--- src/rtl/ogm_mult.sv ---
// ogm_mult: shared 16x16 unsigned multiplier with a registered product
// no dependencies

module ogm_mult
(
    input  logic        clk,
    input  logic [15:0] a,
    input  logic [15:0] b,
    output logic [31:0] p
);

    logic [31:0] p_reg;

    always_ff @(posedge clk)
    begin
        p_reg <= 32'(a) * 32'(b);
    end

    assign p = p_reg;

endmodule

--- config.mk ---
export PLATFORM = sky130hd
export DESIGN_NAME = ogm_mult
export DESIGN_NICKNAME = d
export VERILOG_FILES = /design/src/rtl/ogm_mult.sv
export SDC_FILE = /design/constraint.sdc
export NUM_CORES = 1
export LEC_CHECK = 0
export ABC_CLOCK_PERIOD_IN_PS = 8550
export BUFFER_PORTS_ARGS = -buffer_cell sky130_fd_sc_hd__buf_2
export CORE_ASPECT_RATIO = 0.75
export CORE_MARGIN = 10
export CORE_UTILIZATION = 64
export CTS_CLUSTER_SIZE = 10
export DETAILED_ROUTE_END_ITERATION = 6
export PLACE_DENSITY = 0.94
export SKIP_LAST_GASP = 1
export SLEW_MARGIN = 15
export SYNTH_ARGS = -nofsm -noshare
export SYNTH_HDL_FRONTEND = slang
export SYNTH_SLANG_ARGS = --single-unit
export TNS_END_PERCENT = 1
--- constraint.sdc ---
create_clock -name clk -period 8.55 [get_ports clk]
set_input_delay 2.1375 -clock clk [delete_from_list [all_inputs] [get_ports clk]]
set_output_delay 2.1375 -clock clk [all_outputs]
set_load 0.02 [all_outputs]
======== Yosys cells after proc, flatten, opt, wreduce, memory -nomap -nowiden ========
Index checks and enable logic that the tools add are counted.
cells by class
  multiply operators ...................... 1
operators by type and width
  operator                      count
  multiplier 16 x 16 -> 32 bit  1
word-level totals
  flip-flop bits (word level) ............. 32
  input port bits ......................... 33
  output and inout bits ................... 32
  logic and storage cells ................. 2

======== Longest topological paths before layout ========
Gate-level depths: netlist of the first run.
  depth after elaboration ................. 1
  mapped depth ............................ 21
  gate-level depth less buffers ........... 19

======== Worst setup path before layout of the first run ========
No wires, ideal clock.
  kind .................................... input-to-reg
  from .................................... in a[14]
  to ...................................... reg p_reg[27], in the netlist p[27]
  setup time .............................. 125 ps
  arrival ................................. 7055 ps
  data required time ...................... 8425 ps
  slack ................................... 1370 ps
  stages .................................. 20
  buffers on the path ..................... 2
  path through ............................ clkbuf_1 > and2_1 > fa_1 > inv_1 > fa_1 > inv_1 > fa_1 > fa_1 > fa_1 > inv_1 > fa_1 > inv_1 > ha_1 > buf_6 > a21o_1 > o21bai_1 > a221o_1 > a31oi_4 > a31oi_1 > xor2_1
on the way
  word-level cells in the longest chain between the ends .. 1
RTL lines
  item                          line  source
  start: declaration            7     input logic [15:0] a,
  multiplier 16 x 16 -> 32 bit  16    p_reg <= 32'(a) * 32'(b);
  end signal: assignment        16
  end: declaration              12    logic [31:0] p_reg;
Every way passes these cells.

======== Worst setup path after layout of the first run ========
  from .................................... in a[7]
  to ...................................... reg p_reg[29], in the netlist p[29]
Same word-level chain as after synthesis.

==> metrics.txt, run 1 <==
vias per cell 5.77; CP required 8.72 ns; CTS Root Buffer Type clkbuf_16; Global Route Usage Sum 22.4%; Post-DRT Antenna Nets 0; Resize count post-CTS 0; gpl congestion 0.935; initial DRC count 443; Final Util 68.4%; Least-Margin Pin Slew 0.489 ns; most used cell along the critical path fa_1; Antenna diodes 0; nets 1397; Worst-path clk slew 0.05 ns; Post-Syn Nets 1367; Die H 124 µm; Critical Path, Cell by Cell buf_2 -> nand2_1 -> fa_1 -> inv_1 -> fa_1 -> inv_1 -> fa_1 -> inv_1 -> fa_1 -> fa_1 -> inv_1 -> fa_1 -> inv_1 -> ha_1 -> a21oi_1 -> o21ai_0 -> a221oi_1 -> o21a_1 -> o21ai_1 -> xor2_1; layout cells sized above 1 7.60%; die footprint 19800 µm²; ys flop type dfxtp_1; clock buffers created by TritonCTS 5; remaining global-route overflow 0; Hold Fails Final Rpt 0; detailed-route via count 7308; most frequent cells in the layout inv_1 (224), fa_1 (194), nand2_1 (151); # DRC 0; vias in the first global route 7872; EDFF count, synth 0; Hold Crit Class in -> reg; first-pass GRT wire length 36.9 mm; FP Rows 38; # setup viols final 0; WL final 21.9 mm; CTS tree built; worst-path maximum fanout 16; Period minus WS final 7.39 ns; io pins 65; worst-path cell with the longest stage delay fa_1; status finished, final reports clean; Port Buffer Count 64; Seq/Total Area, Yosys 6.89%; Worst slew margin 67.1%; pin count of the biggest net entering global routing 17; leading cell type in the layout, fill and taps excluded inv_1; RSZ-0062 raised after global routing no; Mean Syn Cell Area 8.98 µm²; Worst Path Arrival 7.55 ns; Max Fclk 0.135 GHz; setup bufs post-CTS 0; Syn. warnings 0; max FFs per register 32; Area Growth Syn to Fin 5.64%; die width 159 µm; Final Cycle Share 86.4%; flop and latch count out of synthesis 32; Post-Synthesis Cell Area 9300 µm²; Hold Buf Count CTS 0; post-synth cell types 47; Core Box Area 14400 µm²; fraction of registers with async set/reset 0%; critical path class in -> reg; clk sinks 32; max-slew violation count 0; average wire per standard cell 17.3 µm; setup TNS 0 ns; CTS H-tree lvls 2; Mapped Cells 1036; startpoint types primary input; maximum buffer depth of the clock tree 2; hpwl dp 18.2 mm; first drt pass iteration count 5; Setup crit end kind register; Initial Utilization 64.8%; initial antenna violation count 0; Max Cap Viol 0; Crit path largest cell delay 0.55 ns
[synth_stat cells (2+ instances only)]
master | n | area [µm²]
a21o_1 | 10 | 75.1
nor3_2 | 2 | 20.0
nor3_1 | 8 | 40.0
nand4_1 | 9 | 56.3
a41oi_1 | 2 | 17.5
buf_2 | 3 | 15.0
fa_1 | 194 | 3880
nor2b_1 | 4 | 25.0
o21bai_1 | 4 | 30.0
o21ai_0 | 8 | 40.0
nand2_1 | 151 | 567
a31oi_1 | 6 | 37.5
xor2_1 | 8 | 70.1
ha_1 | 104 | 1300
a31o_1 | 2 | 17.5
inv_1 | 224 | 841
xnor2_1 | 19 | 166
a211oi_1 | 3 | 22.5
o21a_1 | 2 | 15.0
clkbuf_1 | 34 | 128
a221o_1 | 2 | 20.0
nand3_1 | 9 | 45.0
and2_1 | 126 | 788
dfxtp_1 | 32 | 641
buf_6 | 3 | 33.8
o21ai_1 | 9 | 45.0
nand2b_1 | 3 | 18.8
a21o_2 | 2 | 17.5
a21oi_1 | 21 | 105
nor2_1 | 15 | 56.3
[kinds of logic after synthesis]
group           synth area share [%]
compound gates                  6.16
xor+xnor                        2.54
fa+ha+maj                       55.7
buf+inv                         11.0
flops                           6.89
simple gates                    17.6
[routing by layer]
layer  share of wire, %  GRT usage (%)  vias to the layer above
met2                 51           39.1                      335
li1                   -              -                     3185
met3                7.6           3.80                       67
met1                 38           26.9                     3721
met5                  0              0                        -
met4                3.8           9.14                        0
[final timing paths]
check	from	endpoint	slack [ns]	cells past startpoint
setup / recovery	a[7]	p[29]	1.16	20
hold / removal	a[0]	p[0]	2.27	2
[stage by stage]
stage               cell area, µm²  std cells  setup WS [ns]  hold slack (ns)
floorplan                     9300       1036           1.37             2.26
global placement              9690       1259           1.07             2.56
detailed placement            9690       1259          0.981             2.55
CTS                           9830       1266           1.24             2.26
global route                  9830       1266          0.913             2.30
finish                        9830       1266           1.16             2.27
[layout make-up]
| class | instances | area, µm² |
|---|---|---|
| Clock buffer | 5 | 125 |
| Clock inverter | 2 | 12.5 |
| Fill cell | 1091 | 4530 |
| Inverter | 224 | 841 |
| Multi-Input combinational cell | 739 | 7640 |
| Sequential cell | 32 | 641 |
| Tap cell | 200 | 250 |
| Timing Repair Buffer | 64 | 320 |
[critical path: cells and delay by family]
family | cells | cell delay, ns
simple gates | 1 | 0.14
fa+ha+maj | 7 | 3.45
xor+xnor | 1 | 0.15
buf+inv | 6 | 0.58
compound gates | 5 | 1.08
Power of run 1 is left out: the tool's default activity adds up to more than one toggle a clock period on the data nets, which glitch-free logic cannot reach.
==> run 2: changes to the inputs <==
CORE_UTILIZATION = 40   (was 64)
PLACE_DENSITY = 0.67   (was 0.94)
==> run 2 against run 1 <==
  * Utilization shrank 25 points
  * Setup slack gained 0.0033 ns
  * Die area grew 51%
  * Hold slack gained 0.029 ns
  * First-iteration DRC count grew 4.5%
  * Sequential share of layout area shrank 0.11 points
  * Critical path depth shrank 2
  * Cell count grew 8.0%
==> metrics.txt, run 2 (same netlist as run 1, synthesis figures left out) <==
Post-DRT Antenna Nets 0 (unchanged); hpwl dp 18.1 mm (was 18.2 mm); Hold Fails Final Rpt 0 (unchanged); worst-path maximum fanout 16 (unchanged); clk sinks 32 (unchanged); most frequent cells in the layout inv_1 (224), fa_1 (194), nand2_1 (151) (unchanged); Area Growth Syn to Fin 7.47% (was 5.64%); Worst slew margin 65.7% (was 67.1%); Final Util 43.6% (was 68.4%); Hold Crit Class in -> reg (unchanged); vias per cell 5.07 (was 5.77); Crit path largest cell delay 0.57 ns (was 0.55 ns); min-delay src a[0] (unchanged); setup bufs post-CTS 0 (unchanged); Hold EP p[0] (unchanged); Global Route Usage Sum 14.9% (was 22.4%); Fillers 2272 (was 1091); # DRC 0 (unchanged); nets 1397 (unchanged); Resize count post-CTS 0 (unchanged); area occupied by multi-input gates 7640 µm² (unchanged); Port Buffer Count 64 (unchanged); Initial Utilization 40.5% (was 64.8%); RSZ-0062 raised after global routing no (unchanged); CTS tree built (unchanged); CTS Root Buffer Type clkbuf_16 (unchanged); leading cell type in the layout, fill and taps excluded inv_1 (unchanged); Core Box Area 22900 µm² (was 14400 µm²); Worst-path clk slew 0.06 ns (was 0.05 ns); maximum buffer depth of the clock tree 2 (unchanged); first-pass GRT wire length 36.9 mm (about the same); worst-path cell with the longest stage delay fa_1 (unchanged); FP Rows 48 (was 38); hold path depth 2 (unchanged); Setup crit end kind register (unchanged); Final Cycle Share 86.4% (about the same); most used cell along the critical path fa_1 (unchanged); initial antenna violation count 0 (unchanged); remaining global-route overflow 0 (unchanged); CP required 8.72 ns (about the same); # setup viols final 0 (unchanged); Max Fclk 0.135 GHz (about the same); CTS H-tree lvls 2 (unchanged); status finished, final reports clean (unchanged); startpoint types primary input (unchanged); critical path class in -> reg (unchanged); clock buffers created by TritonCTS 5 (unchanged); average wire per standard cell 16.0 µm (was 17.3 µm); max-slew violation count 0 (unchanged); Critical Path, Cell by Cell buf_2 -> nand2_1 -> fa_1 -> fa_1 -> fa_1 -> fa_1 -> inv_1 -> fa_1 -> inv_1 -> fa_1 -> inv_1 -> ha_1 -> nand3_1 -> nor2_1 -> o2111ai_1 -> a31oi_1 -> nor3_1 -> xnor2_1 (was buf_2 -> nand2_1 -> fa_1 -> inv_1 -> fa_1 -> inv_1 -> fa_1 -> inv_1 -> fa_1 -> fa_1 -> inv_1 -> fa_1 -> inv_1 -> ha_1 -> a21oi_1 -> o21ai_0 -> a221oi_1 -> o21a_1 -> o21ai_1 -> xor2_1); pin count of the biggest net entering global routing 17 (unchanged); Seq. cell area 641 µm² (unchanged); max FFs per register 32 (unchanged); Die H 152 µm (was 124 µm); Least-Margin Pin Slew 0.513 ns (was 0.489 ns); WL final 21.8 mm (was 21.9 mm); io pins 65 (unchanged); Period minus WS final 7.38 ns (was 7.39 ns); Hold Buf Count CTS 0 (unchanged); vias in the first global route 7340 (was 7872); layout cells sized above 1 7.69% (was 7.60%); die width 196 µm (was 159 µm); initial DRC count 463 (was 443); setup TNS 0 ns (unchanged); Antenna diodes 0 (unchanged); die footprint 29800 µm² (was 19800 µm²); gpl congestion 0.880 (was 0.935); Worst Path Arrival 7.55 ns (about the same); Max Cap Viol 0 (unchanged); first drt pass iteration count 5 (unchanged); detailed-route via count 6926 (was 7308)
[run 2: worst max-delay path: cells and delay by family]
family	cells	cell delay [ns]
xor gates and xnor gates	1	0.15
buffers and inverters	4	0.48
adders and majority gates	7	3.39
and+or+nand+nor	4	0.74
AOI/OAI and AO/OA	2	0.66
[run 2: worst max-delay path by stage]
stage,from,to,slack [ns],cells after the start
after floorplan,a[14],p[27],1.37,20
after global placement,a[10],p[26],0.95,18
after detailed placement,a[10],p[26],0.86,18
after CTS,a[10],p[26],1.18,18
after global routing,b[1],p[30],0.85,18
final,b[1],p[26],1.17,18
[run 2: metrics by stage]
stage	setup slack, ns	std cells	instance area, µm²	hold WS (ns)
5_1_grt	0.847	1367	10000	2.33
3_3_place_gp	0.949	1359	9810	2.56
3_5_place_dp	0.865	1359	9810	2.56
2_1_floorplan	1.37	1036	9300	2.26
4_1_cts	1.18	1367	10000	2.28
6_report	1.17	1367	10000	2.30
[run 2: per-layer routing]
layer / vias to the layer above / share of wire (%) / GRT usage (%)
li1: 3181 / - / -
met4: 0 / 0.71 / 2.14
met1: 3525 / 45 / 20.5
met3: 14 / 6.2 / 2.75
met5: - / 0 / 0
met2: 206 / 48 / 24.3
[run 2: area by class of cell]
class,instances,area share (%)
clock buffer,7,1.53
clock inverter,1,0.300
inverter,224,8.41
multi-input combinational,739,76.4
sequential,32,6.41
tap,300,3.76
timing repair buffer,64,3.20
Power of run 2 is left out for the same reason.
==> run 3: changes to the inputs <==
ABC_AREA = 1   (was not set)
CORE_UTILIZATION = 35   (was 40)
PLACE_DENSITY = 0.56   (was 0.67)
==> run 3 against run 2 <==
  * Critical path type unchanged
  * Routed wire length is 14% higher
  * Synthesized cell count is 35% higher
  * Highest routed layer is now met5
  * Cell count is 31% higher
  * Sequential share of layout area is 0.51 points lower
  * Hold slack worse by 0.048 ns
  * Area after synthesis is 8.7% higher
  * Non-clock buffer count stayed put
==> metrics.txt, run 3 <==
die width 216 µm (was 196 µm); setup TNS 0 ns (unchanged); gpl congestion 0.918 (was 0.880); Hold Crit Class in -> reg (unchanged); Antenna diodes 0 (unchanged); critical path class in -> reg (unchanged); Critical Path, Cell by Cell buf_2 -> nand2_1 -> fa_1 -> inv_1 -> fa_1 -> inv_1 -> fa_1 -> inv_1 -> fa_1 -> fa_1 -> inv_1 -> fa_1 -> inv_1 -> ha_1 -> nand2_1 -> nor2_1 -> and2_1 -> a21oi_1 -> xnor2_1 (was buf_2 -> nand2_1 -> fa_1 -> fa_1 -> fa_1 -> fa_1 -> inv_1 -> fa_1 -> inv_1 -> fa_1 -> inv_1 -> ha_1 -> nand3_1 -> nor2_1 -> o2111ai_1 -> a31oi_1 -> nor3_1 -> xnor2_1); Port Buffer Count 64 (unchanged); maximum buffer depth of the clock tree 2 (unchanged); Worst-path clk slew 0.06 ns (about the same); Setup crit end kind register (unchanged); Final Cycle Share 81.2% (was 86.4%); vias per cell 4.48 (was 5.07); most frequent cells in the layout nand2_1 (450), inv_1 (433), fa_1 (194) (was inv_1 (224), fa_1 (194), nand2_1 (151)); Die H 167 µm (was 152 µm); most frequent cell after synthesis nand2_1 (was inv_1); Global Route Usage Sum 13.9% (was 14.9%); flop and latch count out of synthesis 32 (unchanged); CTS tree built (unchanged); Mapped Cells 1401 (was 1036); first-pass GRT wire length 41.2 mm (was 36.9 mm); Syn. warnings 0 (unchanged); Crit path largest cell delay 0.54 ns (was 0.57 ns); Core Box Area 28200 µm² (was 22900 µm²); initial DRC count 451 (was 463); Final Util 38.4% (was 43.6%); EDFF count, synth 0 (unchanged); hpwl dp 21.3 mm (was 18.1 mm); max-slew violation count 0 (unchanged); vias in the first global route 8143 (was 7340); Worst Slack Setup Final 1.61 ns (was 1.17 ns); worst-path cell with the longest stage delay fa_1 (unchanged); Post-Syn Nets 1732 (was 1367); Seq/Total Area, Yosys 6.34% (was 6.89%); detailed-route via count 8030 (was 6926); most used cell along the critical path fa_1 (unchanged); Max Fclk 0.144 GHz (was 0.135 GHz); nets 1739 (was 1397); Period minus WS final 6.94 ns (was 7.38 ns); average wire per standard cell 13.9 µm (was 16.0 µm); # setup viols final 0 (unchanged); Worst slew margin 71.4% (was 65.7%); Finished Layout Cells 1794 (was 1367); placed cell count 1786 (was 1359); Hold Buf Count CTS 0 (unchanged); post-synth cell types 22 (was 47); ys flop type dfxtp_1 (unchanged); Synth top area share 38.4% (was 41.8%); status finished, final reports clean (unchanged); Hold Fails Final Rpt 0 (unchanged); Post-Synthesis Cell Area 10100 µm² (was 9300 µm²); max FFs per register 32 (unchanged); pre-CTS setup slack 1.33 ns (was 0.865 ns); clk sinks 32 (unchanged); fraction of registers with async set/reset 0% (unchanged); CP required 8.71 ns (was 8.72 ns); top cells by count, synth nand2_1 (450), inv_1 (433), fa_1 (194), ha_1 (104), clkbuf_1 (64) (was inv_1 (224), fa_1 (194), nand2_1 (151), and2_1 (126), ha_1 (104)); top cells by area, synth fa_1 (38%), nand2_1 (17%), inv_1 (16%) (was fa_1 (42%), ha_1 (14%), inv_1 (9.0%)); # DRC 0 (unchanged); startpoint types primary input (unchanged); first drt pass iteration count 4 (was 5); setup bufs post-CTS 0 (unchanged); Area Growth Syn to Fin 7.36% (was 7.47%); initial antenna violation count 1 (was 0); top cell type by total area after synthesis fa_1 (unchanged); Post-DRT Antenna Nets 0 (unchanged); RSZ-0062 raised after global routing no (unchanged); CTS Root Buffer Type clkbuf_16 (unchanged); worst-path maximum fanout 16 (unchanged); Worst Path Arrival 7.10 ns (was 7.55 ns); CTS H-tree lvls 2 (unchanged); layout cells sized above 1 6.67% (was 7.69%); die footprint 36200 µm² (was 29800 µm²); pin count of the biggest net entering global routing 17 (unchanged); WL final 24.9 mm (was 21.8 mm); remaining global-route overflow 0 (unchanged); Max Cap Viol 0 (unchanged); clock buffers created by TritonCTS 5 (unchanged); Mean Syn Cell Area 7.22 µm² (was 8.98 µm²); FP Rows 53 (was 48); leading cell type in the layout, fill and taps excluded nand2_1 (was inv_1); Resize count post-CTS 0 (unchanged); Least-Margin Pin Slew 0.429 ns (was 0.513 ns); Initial Utilization 35.8% (was 40.5%); io pins 65 (unchanged)
## run 3: cell count changes after synthesis, moves of 16 or more
cell	delta
nand2_1	+299
inv_1	+209
and2_1	-125
clkbuf_1	+30
nand3_1	+18
nor2_1	+18
xnor2_1	-16
## run 3: routing by layer
metal	up-vias	global-route usage [%]	routed length [µm]	part of all wire, %
met3	13	1.66	1260	5.1
met2	185	23.3	11900	48
met1	3937	19.5	11600	47
met4	2	1.15	131	0.53
li1	3893	-	-	-
met5	-	0	13	0.052
## run 3: critical path, delay by kind of cell
| kind | cells | cell delay, ns |
|---|---|---|
| AO/OA/AOI/OAI | 1 | 0.10 |
| XOR/XNOR | 1 | 0.15 |
| AND/OR/NAND/NOR | 4 | 0.77 |
| buffers and inverters | 6 | 0.59 |
| adder cells (fa/ha/maj) | 7 | 3.33 |
## run 3: path summary, 6_finish.rpt
kind | from | end | cells past startpoint
max | a[7] | p[18] | 19
min | b[0] | p[0] | 3
## run 3: layout make-up
type | count | area (µm²)
Inverter | 433 | 1630
Multi-Input combinational cell | 872 | 7610
Timing Repair Buffer | 64 | 320
Fill cell | 3055 | 17400
Tap cell | 385 | 482
Sequential cell | 32 | 641
Clock buffer | 7 | 153
Clock inverter | 1 | 30.0
## run 3: cell families after synthesis
| family | count (synthesis) | share of synthesized area, % |
|---|---|---|
| flip-flops | 32 | 6.34 |
| AO/OA/AOI/OAI | 19 | 0.990 |
| adder cells (fa/ha/maj) | 298 | 51.3 |
| XOR/XNOR | 18 | 1.56 |
| buffers and inverters | 497 | 18.4 |
| AND/OR/NAND/NOR | 537 | 21.4 |
## run 3: through the flow
stage,area [µm²],hold WS [ns]
2_1_floorplan,10100,2.41
5_1_grt,10900,2.28
3_5_place_dp,10700,2.55
4_1_cts,10900,2.24
6_report,10900,2.25
3_3_place_gp,10700,2.55
Power of run 3 is left out for the same reason.
